`config.mk`:
```
export PLATFORM = sky130hd
export DESIGN_NAME = ip_range_to_octet_blocks_flat
export DESIGN_NICKNAME = d
export VERILOG_FILES = /design/src/hw/rtl/iprob_pkg.sv /design/src/hw/rtl/iprob_in_if.sv /design/src/hw/rtl/iprob_out_if.sv /design/src/hw/rtl/iprob_octet_stage.sv /design/src/hw/rtl/ip_range_to_octet_blocks.sv /design/src/flat_wrapper.sv
export VERILOG_INCLUDE_DIRS = /design/src /design/src/hw/rtl
export SDC_FILE = /design/constraint.sdc
export NUM_CORES = 2
export LEC_CHECK = 0
export BUFFER_PORTS_ARGS = -buffer_cell sky130_fd_sc_hd__buf_2
export CAP_MARGIN = 40
export CORE_MARGIN = 2
export CORE_UTILIZATION = 40
export DETAILED_ROUTE_END_ITERATION = 6
export HOLD_SLACK_MARGIN = 0.03
export PLACE_DENSITY = 0.56
export REMOVE_ABC_BUFFERS = 1
export SLEW_MARGIN = 30
export SYNTH_ARGS = -nofsm -noshare
export SYNTH_HDL_FRONTEND = slang
export SYNTH_SLANG_ARGS = --single-unit
```
`constraint.sdc`:
```
create_clock -name clk -period 73.6 [get_ports clk]
set_clock_uncertainty 0.15 [all_clocks]
set_input_delay 14.72 -clock clk [delete_from_list [all_inputs] [get_ports clk]]
set_output_delay 14.72 -clock clk [all_outputs]
set_load 0.005 [all_outputs]
```
`src/hw/rtl/ip_range_to_octet_blocks_defines.svh`:
```
// ----------------------------------------------------------------------------
// ip_range_to_octet_blocks_defines
// Assertion macros shared by the range splitter RTL.
// ----------------------------------------------------------------------------
`ifndef IP_RANGE_TO_OCTET_BLOCKS_DEFINES_SVH
`define IP_RANGE_TO_OCTET_BLOCKS_DEFINES_SVH

`ifndef SYNTHESIS

// cond must hold at every clock edge out of reset
`define IPROB_ASSERT_ALWAYS(label, cond) \
	label: assert property (@(posedge clk) disable iff (!arst_n) (cond)) \
		else $error("iprob assertion failed");

// cons must hold in the same cycle whenever ante holds
`define IPROB_ASSERT_IMPLIES(label, ante, cons) \
	label: assert property (@(posedge clk) disable iff (!arst_n) (ante) |-> (cons)) \
		else $error("iprob assertion failed");

`else

`define IPROB_ASSERT_ALWAYS(label, cond)
`define IPROB_ASSERT_IMPLIES(label, ante, cons)

`endif

`endif

```
`src/hw/rtl/iprob_pkg.sv`:
```
// ----------------------------------------------------------------------------
// iprob_pkg
// Types and constants of the IPv4 range to octet block splitter.
// ----------------------------------------------------------------------------
package iprob_pkg;

	localparam int unsigned NumSlots = 7;
	localparam int unsigned AddrW    = 3;

	// register word index, taken from paddr[2]
	localparam logic RegMaxRange = 1'b0;

	typedef enum logic [1:0] {
		ST_RUN       = 2'd0,
		ST_TOO_LARGE = 2'd1,
		ST_REVERSED  = 2'd2
	} status_t;

	typedef enum logic [1:0] {
		LVL_32 = 2'd0,
		LVL_24 = 2'd1,
		LVL_16 = 2'd2,
		LVL_8  = 2'd3
	} level_t;

	typedef struct packed {
		level_t      level;
		logic [31:0] start;
		logic [8:0]  count;
	} run_t;

	typedef struct packed {
		logic [31:0]               a;
		logic [31:0]               b;
		logic [15:0]               tag;
		logic                      excl;
		status_t                   status;
		logic                      done;
		logic [NumSlots-1:0]       mask;
		run_t [NumSlots-1:0]       runs;
	} item_t;

endpackage

```
`src/hw/rtl/iprob_in_if.sv`:
```
// ----------------------------------------------------------------------------
// iprob_in_if
// Range channel: one parsed IPv4 range per beat.
// ----------------------------------------------------------------------------
interface iprob_in_if;
	logic        valid;
	logic        ready;
	logic [31:0] first_address;
	logic [31:0] last_address;
	logic [15:0] value_tag;
	logic        excluded;

	modport source (
		output valid, first_address, last_address, value_tag, excluded,
		input  ready
	);

	modport sink (
		input  valid, first_address, last_address, value_tag, excluded,
		output ready
	);
endinterface

```
`src/hw/rtl/iprob_out_if.sv`:
```
// ----------------------------------------------------------------------------
// iprob_out_if
// Result channel: one block run or rejection per beat.
// ----------------------------------------------------------------------------
interface iprob_out_if;
	logic        valid;
	logic        ready;
	logic [1:0]  status;
	logic [1:0]  level;
	logic [31:0] block_start;
	logic [8:0]  block_count;
	logic [15:0] tag_out;
	logic        excluded_out;
	logic        last;

	modport source (
		output valid, status, level, block_start, block_count, tag_out,
			excluded_out, last,
		input  ready
	);

	modport sink (
		input  valid, status, level, block_start, block_count, tag_out,
			excluded_out, last,
		output ready
	);
endinterface

```
`src/hw/rtl/iprob_octet_stage.sv`:
```
// ----------------------------------------------------------------------------
// iprob_octet_stage
// One registered octet stage: splits off the partial low and high runs, or
// closes the item when the remaining range fits one block.
// ----------------------------------------------------------------------------
module iprob_octet_stage #(
	parameter int unsigned Stage = 0
) (
	input  logic                clk,
	input  logic                arst_n,
	input  logic                en,
	input  logic                prev_valid,
	input  iprob_pkg::item_t    prev_item,
	output logic                valid_q,
	output iprob_pkg::item_t    item_q
);

	localparam int unsigned Sh = 8 * Stage;
	localparam int unsigned Lo = 2 * Stage;
	localparam int unsigned Hi = 2 * Stage + 1;

	iprob_pkg::item_t nxt;
	logic [31:0]      a;
	logic [31:0]      b;
	logic [31:0]      diff;
	logic [31:0]      span_cnt;
	logic             whole;

	assign a        = prev_item.a;
	assign b        = prev_item.b;
	assign diff     = b - a;
	assign span_cnt = diff + 32'd1;
	assign whole    = (a | 32'd255) >= b;

	always_comb begin
		nxt = prev_item;
		if (!prev_item.done) begin
			if (whole) begin
				nxt.done = 1'b1;
				nxt.runs[Lo].start = a << Sh;
				if (diff == 32'd255) begin
					// one whole block: promote a level
					nxt.runs[Lo].level = iprob_pkg::level_t'(2'(Stage + 1));
					nxt.runs[Lo].count = 9'd1;
					nxt.mask[Lo]       = 1'b1;
				end else begin
					nxt.runs[Lo].level = iprob_pkg::level_t'(2'(Stage));
					nxt.runs[Lo].count = span_cnt[8:0];
					nxt.mask[Lo]       = span_cnt != 32'd0;
				end
			end else begin
				if (a[7:0] != 8'd0) begin
					nxt.runs[Lo].level = iprob_pkg::level_t'(2'(Stage));
					nxt.runs[Lo].start = a << Sh;
					nxt.runs[Lo].count = 9'd256 - {1'b0, a[7:0]};
					nxt.mask[Lo]       = 1'b1;
					nxt.a              = (a >> 8) + 32'd1;
				end else begin
					nxt.a = a >> 8;
				end
				if (b[7:0] != 8'd255) begin
					nxt.runs[Hi].level = iprob_pkg::level_t'(2'(Stage));
					nxt.runs[Hi].start = (b & ~32'd255) << Sh;
					nxt.runs[Hi].count = {1'b0, b[7:0]} + 9'd1;
					nxt.mask[Hi]       = 1'b1;
					nxt.b              = (b >> 8) - 32'd1;
				end else begin
					nxt.b = b >> 8;
				end
			end
		end
	end

	always_ff @(posedge clk or negedge arst_n) begin
		if (!arst_n) begin
			valid_q <= 1'b0;
		end else if (en) begin
			valid_q <= prev_valid;
		end
	end

	always_ff @(posedge clk) begin
		if (en) begin
			item_q <= nxt;
		end
	end

endmodule

```
`src/hw/rtl/ip_range_to_octet_blocks.sv`:
```
// ----------------------------------------------------------------------------
// ip_range_to_octet_blocks
// Splits an IPv4 range into runs of /32, /24, /16 and /8 blocks, or rejects
// it as reversed or too large.
// ----------------------------------------------------------------------------
//  channel   dir  beat
//  item_in   in   first_address, last_address, value_tag, excluded
//  run_out   out  status, level, block_start, block_count, tag_out,
//                 excluded_out, last
//  apb       in   max_range register at word 0
//
// Five register stages (checks, three octet stages, /8 run) feed an output
// register. One range per cycle unless the output stalls the pipe; a range
// with n runs gives n result beats.
// Reset clears valid bits, the output run mask and max_range.
// All stages advance together; a stall at the output freezes the pipe.
// ----------------------------------------------------------------------------
`include "ip_range_to_octet_blocks_defines.svh"

module ip_range_to_octet_blocks (
	input  logic                          clk,
	input  logic                          arst_n,
	input  logic                          psel,
	input  logic                          penable,
	input  logic                          pwrite,
	input  logic [iprob_pkg::AddrW-1:0]   paddr,
	input  logic [31:0]                   pwdata,
	output logic [31:0]                   prdata,
	output logic                          pready,
	iprob_in_if.sink                      item_in,
	iprob_out_if.source                   run_out
);

	localparam int unsigned NumSlots = iprob_pkg::NumSlots;
	localparam int unsigned RunW     = $bits(iprob_pkg::run_t);

	logic [31:0] max_range_q;

	logic en;

	iprob_pkg::item_t item_in_c;
	iprob_pkg::item_t item_s1, item_s2, item_s3, item_s4, item_s5;
	iprob_pkg::item_t item_fin_c;
	logic             valid_s1, valid_s2, valid_s3, valid_s4, valid_s5;

	logic [31:0] span;
	logic [31:0] fin_cnt;

	logic [NumSlots-1:0]          mask_q;
	iprob_pkg::run_t [NumSlots-1:0] runs_q;
	iprob_pkg::status_t           status_q;
	logic [15:0]                  tag_q;
	logic                         excl_q;

	logic [NumSlots-1:0] lowest;
	logic [NumSlots-1:0] rest;
	logic [RunW-1:0]     sel_bits;
	iprob_pkg::run_t     sel_run;
	logic                out_last;
	logic                take;
	logic                load;

	// config port
	assign pready = 1'b1;
	assign prdata = max_range_q;

	always_ff @(posedge clk or negedge arst_n) begin
		if (!arst_n) begin
			max_range_q <= '0;
		end else if (psel && penable && pwrite && pready
				&& paddr[2] == iprob_pkg::RegMaxRange) begin
			max_range_q <= pwdata;
		end
	end

	// stage 1: range checks
	assign span = item_in.last_address - item_in.first_address;

	always_comb begin
		item_in_c        = '0;
		item_in_c.a      = item_in.first_address;
		item_in_c.b      = item_in.last_address;
		item_in_c.tag    = item_in.value_tag;
		item_in_c.excl   = item_in.excluded;
		item_in_c.status = iprob_pkg::ST_RUN;
		if (item_in.first_address > item_in.last_address) begin
			item_in_c.status = iprob_pkg::ST_REVERSED;
		end else if (max_range_q != 32'd0 && span >= max_range_q) begin
			item_in_c.status = iprob_pkg::ST_TOO_LARGE;
		end
		if (item_in_c.status != iprob_pkg::ST_RUN) begin
			// rejection: single zero run in slot 0
			item_in_c.done    = 1'b1;
			item_in_c.mask[0] = 1'b1;
		end
	end

	assign item_in.ready = en;

	always_ff @(posedge clk or negedge arst_n) begin
		if (!arst_n) begin
			valid_s1 <= 1'b0;
		end else if (en) begin
			valid_s1 <= item_in.valid;
		end
	end

	always_ff @(posedge clk) begin
		if (en) begin
			item_s1 <= item_in_c;
		end
	end

	// stages 2..4: octet stages
	iprob_octet_stage #(.Stage(0)) u_oct0 (
		.clk        (clk),
		.arst_n     (arst_n),
		.en         (en),
		.prev_valid (valid_s1),
		.prev_item  (item_s1),
		.valid_q    (valid_s2),
		.item_q     (item_s2)
	);

	iprob_octet_stage #(.Stage(1)) u_oct1 (
		.clk        (clk),
		.arst_n     (arst_n),
		.en         (en),
		.prev_valid (valid_s2),
		.prev_item  (item_s2),
		.valid_q    (valid_s3),
		.item_q     (item_s3)
	);

	iprob_octet_stage #(.Stage(2)) u_oct2 (
		.clk        (clk),
		.arst_n     (arst_n),
		.en         (en),
		.prev_valid (valid_s3),
		.prev_item  (item_s3),
		.valid_q    (valid_s4),
		.item_q     (item_s4)
	);

	// stage 5: closing /8 run
	assign fin_cnt = item_s4.b - item_s4.a + 32'd1;

	always_comb begin
		item_fin_c = item_s4;
		if (!item_s4.done) begin
			item_fin_c.runs[NumSlots-1].level = iprob_pkg::LVL_8;
			item_fin_c.runs[NumSlots-1].start = item_s4.a << 24;
			item_fin_c.runs[NumSlots-1].count = fin_cnt[8:0];
			item_fin_c.mask[NumSlots-1]       = fin_cnt != 32'd0;
		end
	end

	always_ff @(posedge clk or negedge arst_n) begin
		if (!arst_n) begin
			valid_s5 <= 1'b0;
		end else if (en) begin
			valid_s5 <= valid_s4;
		end
	end

	always_ff @(posedge clk) begin
		if (en) begin
			item_s5 <= item_fin_c;
		end
	end

	// output register: drains one run per beat, lowest slot first
	assign lowest   = mask_q & (~mask_q + NumSlots'(1));
	assign rest     = mask_q & (mask_q - NumSlots'(1));
	assign out_last = rest == '0;
	assign take     = run_out.valid && run_out.ready;
	assign load     = valid_s5 && (!run_out.valid || (take && out_last));
	assign en       = !valid_s5 || load;

	always_comb begin
		sel_bits = '0;
		for (int i = 0; i < NumSlots; i++) begin
			sel_bits = sel_bits | (runs_q[i] & {RunW{lowest[i]}});
		end
	end

	assign sel_run = iprob_pkg::run_t'(sel_bits);

	always_ff @(posedge clk or negedge arst_n) begin
		if (!arst_n) begin
			mask_q <= '0;
		end else if (load) begin
			mask_q <= item_s5.mask;
		end else if (take) begin
			mask_q <= rest;
		end
	end

	always_ff @(posedge clk) begin
		if (load) begin
			runs_q   <= item_s5.runs;
			status_q <= item_s5.status;
			tag_q    <= item_s5.tag;
			excl_q   <= item_s5.excl;
		end
	end

	assign run_out.valid        = |mask_q;
	assign run_out.status       = status_q;
	assign run_out.level        = sel_run.level;
	assign run_out.block_start  = sel_run.start;
	assign run_out.block_count  = sel_run.count;
	assign run_out.tag_out      = tag_q;
	assign run_out.excluded_out = excl_q;
	assign run_out.last         = out_last;

	// checks
	`IPROB_ASSERT_IMPLIES(a_stall_needs_s5, !item_in.ready, valid_s5)
	`IPROB_ASSERT_IMPLIES(a_reject_single, |mask_q && status_q != iprob_pkg::ST_RUN, out_last)
	`IPROB_ASSERT_IMPLIES(a_reject_count, |mask_q && status_q != iprob_pkg::ST_RUN, ~|sel_run.count)
	`IPROB_ASSERT_IMPLIES(a_run_nonempty, |mask_q && status_q == iprob_pkg::ST_RUN, |sel_run.count)

endmodule

```
`src/flat_wrapper.sv`:
```
// flat-port wrapper written by rule: the top's interface ports become plain ports
module ip_range_to_octet_blocks_flat 
  (clk, arst_n, psel, penable, pwrite, paddr, pwdata, prdata, pready, item_in_valid, item_in_first_address, item_in_last_address, item_in_value_tag, item_in_excluded, item_in_ready, run_out_valid, run_out_status, run_out_level, run_out_block_start, run_out_block_count, run_out_tag_out, run_out_excluded_out, run_out_last, run_out_ready);
  iprob_in_if item_in_i ();
  iprob_out_if run_out_i ();
  input  logic clk;
  input  logic arst_n;
  input  logic psel;
  input  logic penable;
  input  logic pwrite;
  input  logic [iprob_pkg::AddrW-1:0] paddr;
  input  logic [31:0] pwdata;
  output logic [31:0] prdata;
  output logic pready;
  input wire logic [$bits(item_in_i.valid)-1:0] item_in_valid;
  input wire logic [$bits(item_in_i.first_address)-1:0] item_in_first_address;
  input wire logic [$bits(item_in_i.last_address)-1:0] item_in_last_address;
  input wire logic [$bits(item_in_i.value_tag)-1:0] item_in_value_tag;
  input wire logic [$bits(item_in_i.excluded)-1:0] item_in_excluded;
  output wire logic [$bits(item_in_i.ready)-1:0] item_in_ready;
  output wire logic [$bits(run_out_i.valid)-1:0] run_out_valid;
  output wire logic [$bits(run_out_i.status)-1:0] run_out_status;
  output wire logic [$bits(run_out_i.level)-1:0] run_out_level;
  output wire logic [$bits(run_out_i.block_start)-1:0] run_out_block_start;
  output wire logic [$bits(run_out_i.block_count)-1:0] run_out_block_count;
  output wire logic [$bits(run_out_i.tag_out)-1:0] run_out_tag_out;
  output wire logic [$bits(run_out_i.excluded_out)-1:0] run_out_excluded_out;
  output wire logic [$bits(run_out_i.last)-1:0] run_out_last;
  input wire logic [$bits(run_out_i.ready)-1:0] run_out_ready;
  assign item_in_i.valid = item_in_valid;
  assign item_in_i.first_address = item_in_first_address;
  assign item_in_i.last_address = item_in_last_address;
  assign item_in_i.value_tag = item_in_value_tag;
  assign item_in_i.excluded = item_in_excluded;
  assign item_in_ready = item_in_i.ready;
  assign run_out_valid = run_out_i.valid;
  assign run_out_status = run_out_i.status;
  assign run_out_level = run_out_i.level;
  assign run_out_block_start = run_out_i.block_start;
  assign run_out_block_count = run_out_i.block_count;
  assign run_out_tag_out = run_out_i.tag_out;
  assign run_out_excluded_out = run_out_i.excluded_out;
  assign run_out_last = run_out_i.last;
  assign run_out_i.ready = run_out_ready;
  ip_range_to_octet_blocks u_core (.clk(clk), .arst_n(arst_n), .psel(psel), .penable(penable), .pwrite(pwrite), .paddr(paddr), .pwdata(pwdata), .prdata(prdata), .pready(pready), .item_in(item_in_i), .run_out(run_out_i));
endmodule
```
Word-level counts from Yosys, hierarchy flattened
Cells that the tools add are included.

operators by class
  equality and inequality tests = 6
  reductions and logical operators = 29
  mux-type cells = 46
  $add $sub $neg = 23
  order comparisons = 5
  bitwise gates (word level) = 20

operator list
  cell                     count
  $mux W64                 6
  $and A43 B43 Y43         7
  $or A43 B43 Y43          6
  $mux W43                 5
  $reduce_bool A32 Y1      5
  $sub A32 B32 Y32         5
  $add A32 B1 Y32 const B  4
  $ge A32 B32 Y1           4
  $eq A32 B8 Y1 const B    3
  $mux W32                 3
  $mux W42                 2
  $add A24 B1 Y25 const B  3
  $mux W25                 3
  $sub A24 B1 Y25 const B  3
  $mux W41                 1
  $gt A32 B32 Y1           1
  $add A8 B1 Y9 const B    3
  $mux W9                  3
  $sub A9 B8 Y9 const A    3
  $ne A8 B8 Y1 const B     3
  $reduce_bool A8 Y1       3
  $mux W1                  19
  $and A7 B7 Y7            2
  $mux W7                  2
  13 further kinds         30

word-level totals
  input port bits = 123
  register bits after elaboration = 1507

Logic depth before layout (Yosys ltp)
  word-level depth = 10
  depth in mapped cells = 26
  mapped depth without buffers = 26

Modules after synthesis
Synthesis repeated with hierarchy kept, for this count alone.

second synthesis, totals
  cells, all modules = 6121
  area total of the unflattened synthesis = 84872.6 um^2

by module, submodules not included
  module                              sequential area each (um^2)  cells each  instances  area an instance (um^2)
  ip_range_to_octet_blocks            22977.0                      1902        1          30748.2
  iprob_octet_stage at u_core.u_oct2  11796.3                      1400        1          18057.3
  iprob_octet_stage at u_core.u_oct1  11796.3                      1413        1          18038.6
  iprob_octet_stage at u_core.u_oct0  11796.3                      1406        1          18028.5

Worst setup path before layout
Ideal clock, no wire load.

  path type = input to output
  from = input port run_out_ready
  to = output port item_in_ready
  stages = 4
  arrival time = 33.584 ns
  path slack = 25.146 ns
  buffers on the path = 1
  path through = a21oi_1 -> and2_1 -> clkbuf_1 -> inv_1

between the ends
  cells in the longest elaborated chain, start to end = 5

RTL lines
  element              line                             RTL
  start: declaration   flat_wrapper.sv:29               input wire logic [$bits(run_out_i.ready)-1:0] run_out_ready;
  $logic_and A1 B1 Y1  ip_range_to_octet_blocks.sv:176  assign take = run_out.valid && run_out.ready;
  $logic_and A1 B1 Y1  ip_range_to_octet_blocks.sv:177  assign load = valid_s5 && (!run_out.valid || (take && out_last));
  $logic_or A1 B1 Y1   ip_range_to_octet_blocks.sv:177
  $logic_and A1 B1 Y1  ip_range_to_octet_blocks.sv:177
  $logic_or A1 B1 Y1   ip_range_to_octet_blocks.sv:178  assign en = !valid_s5 || load;
  end: declaration     flat_wrapper.sv:20               output wire logic [$bits(item_in_i.ready)-1:0] item_in_ready;

Every way passes these cells.

Final worst setup path
Same ends and word-level chain as after synthesis.

==> flow_summary.json <==
{
  "vias": 37900,
  "netlist_area_um2": 59000,
  "postCtsHoldBufs": 0,
  "port_buffers": 217,
  "syn_area_per_cell_um2": 12.4,
  "post-cts-setup-buffer-count": 0,
  "synth_warnings": 0,
  "core_region_area_um2": 146000,
  "fin_crit_sh_pct": 41.9,
  "cts_tree": "done",
  "insertion_delay_ns": 0.76,
  "cts_buffer_depth": 3,
  "post-route-min-period_ns": 30.80,
  "met1_length_um": 70800,
  "groute.usage.overall_pct": 20.0,
  "synthArstFlopShare_pct": 3.60,
  "worst-path-max-fanout": 31,
  "drtPass1Iterations": 5,
  "cts_buffers": 136,
  "drtIter0Drc": 2893,
  "hold_viol": 0,
  "gp_congestion": 0.909,
  "worstMarginPinSlew_ns": 0.993,
  "critical_path_buf_inv_count": 3,
  "hold_path.class": "register to register",
  "start_util_pct": 40.4,
  "required_ns": 58.73,
  "relSlewSlack_pct": 33.8,
  "ff2ff_path_depth": 18,
  "cp_common_cell": "buf_2",
  "cts-resized-gates": 0,
  "die-area_um2": 151000,
  "dr.max_layer_used": "met4",
  "path_class": "input port to output port",
  "vias_per_cell": 5.38,
  "drive_above_1_share_pct": 11.2,
  "drcViolationCount": 0,
  "antenna_found_initial": 4,
  "ys_seq_area_share_pct": 61.8,
  "drt_wl_total_um": 153000,
  "maxCapViolations": 0,
  "r2r_slack_ns": 67.47,
  "holdPathEnd": "u_core.runs_q[38]$_DFFE_PP_",
  "routed-wl-met2_um": 71200,
  "min_from": "u_core.item_s5[38]$_DFFE_PP_",
  "setup_viol": 0,
  "post-route-util_pct": 45.9,
  "rsz0062_at_grt": "no",
  "drv_slew": 0,
  "fmax_ghz": 0.0325,
  "clockRootBuffer": "clkbuf_16",
  "antenna_left": 0,
  "dp_hpwl_um": 115000,
  "overflow": 0,
  "synth_edf_count": 1178,
  "clock_sinks": 1222,
  "tns_ns": 0,
  "io_pins": 221,
  "wl_met3_um": 7440,
  "synthCells": 4758,
  "fillCellCount": 13400,
  "clk_pin_slew_ns": 0.06,
  "grt_pass1_wl_um": 229000,
  "worstSetupStartpointType": "input port",
  "slowest_delay_ns": 0.41,
  "die-height_um": 388,
  "syn_to_final_growth_pct": 13.6,
  "rows": 140,
  "min_path_cells": 0,
  "cts_max_level": 4,
  "cp_top_family": "buffers and inverters",
  "synth_cell_types": 107,
  "status": "completed",
  "nets": 5454,
  "grt_pass1_vias": 37100,
  "cp_slowest_cell": "and2_1",
  "arrival_ns": 15.93,
  "grt_max_degree": 181,
  "endpoint_kind": "output port",
  "r2r-start": "u_core.item_s1[341]$_DFFE_PP_",
  "avgRoutedWirePerCell_um": 21.7,
  "ys_ff_latch": 1222,
  "r2r_end": "u_core.u_oct0.item_q[357]$_DFFE_PP_",
  "synth_ff_type": "edfxtp_1",
  "die_x_um": 388,
  "crit_chain": "buf_2 > a21oi_1 > and2_1 > inv_8 > buf_2",
  "fin_hold_ws_ns": 0.254
}
[layout make-up]
cell class	instances	area (um2)	area share (%)
diodes	2	5.00	0.00747
multi-input cells	3035	20600	30.8
repair buffers	273	1690	2.52
clock inverters	78	951	1.42
inverters	347	1310	1.95
flip-flops and latches	1222	36500	54.4
well taps	1917	2400	3.58
clock buffers	163	3540	5.28
[cells in the final DEF (no fill, tap or decap), drive strengths merged, types with 13 or more instances in the layout]
cell | netlist | final
ha | 311 | 311
or3 | 36 | 36
nand4 | 75 | 75
nor3 | 129 | 129
a21o | 106 | 106
clkinv | 2 | 53
inv | 345 | 357
nor4b | 13 | 13
nor4 | 55 | 55
o31ai | 18 | 18
nor3b | 13 | 13
nand3 | 104 | 104
nand2b | 30 | 30
a221o | 48 | 48
a21oi | 255 | 255
or2 | 14 | 14
nor2b | 49 | 49
and3 | 37 | 37
o21ai | 243 | 243
mux2i | 17 | 17
a211oi | 29 | 29
clkbuf | 128 | 163
bufinv | 0 | 13
nor2 | 389 | 389
mux2 | 42 | 42
a31oi | 25 | 25
buf | 28 | 272
and2 | 85 | 85
edfxtp | 1178 | 1178
o21bai | 15 | 15
xor2 | 76 | 76
a221oi | 15 | 15
o21a | 34 | 34
a22oi | 47 | 47
nand2 | 304 | 304
dfrtp | 44 | 44
o211ai | 14 | 14
xnor2 | 240 | 240
[layer usage]
layer / vias to the layer above / global-route usage, %
li1: 18100 / -
met1: 18500 / 27.8
met2: 1023 / 32.6
met3: 225 / 3.03
met4: 0 / 5.29
met5: - / 0
[sequential cells by signal, indices dropped and copies added, names as in the netlist, 7 cells and up]
name and count:
u_core.item_s5 223, u_core.u_oct1.item_q 223, u_core.runs_q 199, u_core.prdata 32, u_core.item_s1 84, u_core.u_oct2.item_q 269, u_core.run_out.tag_out 16, u_core.mask_q 7
u_core.u_oct0.item_q 161
[Yosys cell counts, types with 15 or more instances]
cell type     n  area share (%)
o31ai_1      16            0.20
mux2_2       41            0.78
nor4_1       49            0.52
nand3_1     104            0.88
xnor2_1     239             3.5
a221o_1      48            0.81
mux2i_1      17            0.29
nand4_1      75            0.80
nor3_1      127             1.1
clkbuf_1    128            0.81
or3_1        36            0.38
a211oi_1     26            0.33
a31oi_1      24            0.25
a21o_1      106             1.3
a221oi_1     15            0.22
and3_1       37            0.39
a22oi_1      47            0.60
dfrtp_1      44             1.9
nor2_1      389             2.5
o21a_1       34            0.43
o21bai_1     15            0.19
nand2b_1     29            0.31
a21oi_1     253             2.1
buf_2        15            0.13
and2_1       84            0.89
xor2_1       74             1.1
nand2_1     303             1.9
ha_1        311             6.6
edfxtp_1   1178              60
nor2b_1      49            0.52
inv_1       345             2.2
o21ai_0     230             2.0
[kinds of logic (layout without fill, tap and decap cells)]
kind of cell               Yosys count  in the layout  share of synthesized area, %
buffers and inverters              503            861                          3.24
AOI/OAI and AO/OA                  964            964                          10.7
other                                2              6                        0.0127
xor gates and xnor gates           316            316                          4.73
muxes                               59             59                          1.09
DFF                               1222           1222                          61.8
and+or+nand+nor                   1375           1375                          11.6
adders and majority gates          317            317                          6.78
[stage by stage]
stage	worst slack, ns	std cells	area [um2]
finish	42.80	7037	67000
global placement	42.80	6778	62200
detailed placement	42.77	6790	62400
floorplan	25.21	4604	58400
global route	42.69	7035	67000
CTS	42.77	7031	66900
[worst max path at each step]
stage	from	endpoint	slack, ns	cells after the start
after detailed placement	run_out_ready	item_in_ready	42.77	5
after global placement	run_out_ready	item_in_ready	42.80	5
final	run_out_ready	item_in_ready	42.80	5
after floorplan	run_out_ready	item_in_ready	25.21	3
after CTS	run_out_ready	item_in_ready	42.77	5
after global routing	run_out_ready	item_in_ready	42.69	5
Power is left out: the tool's default activity adds up to more than one toggle a clock period on the data nets, which glitch-free logic cannot reach.
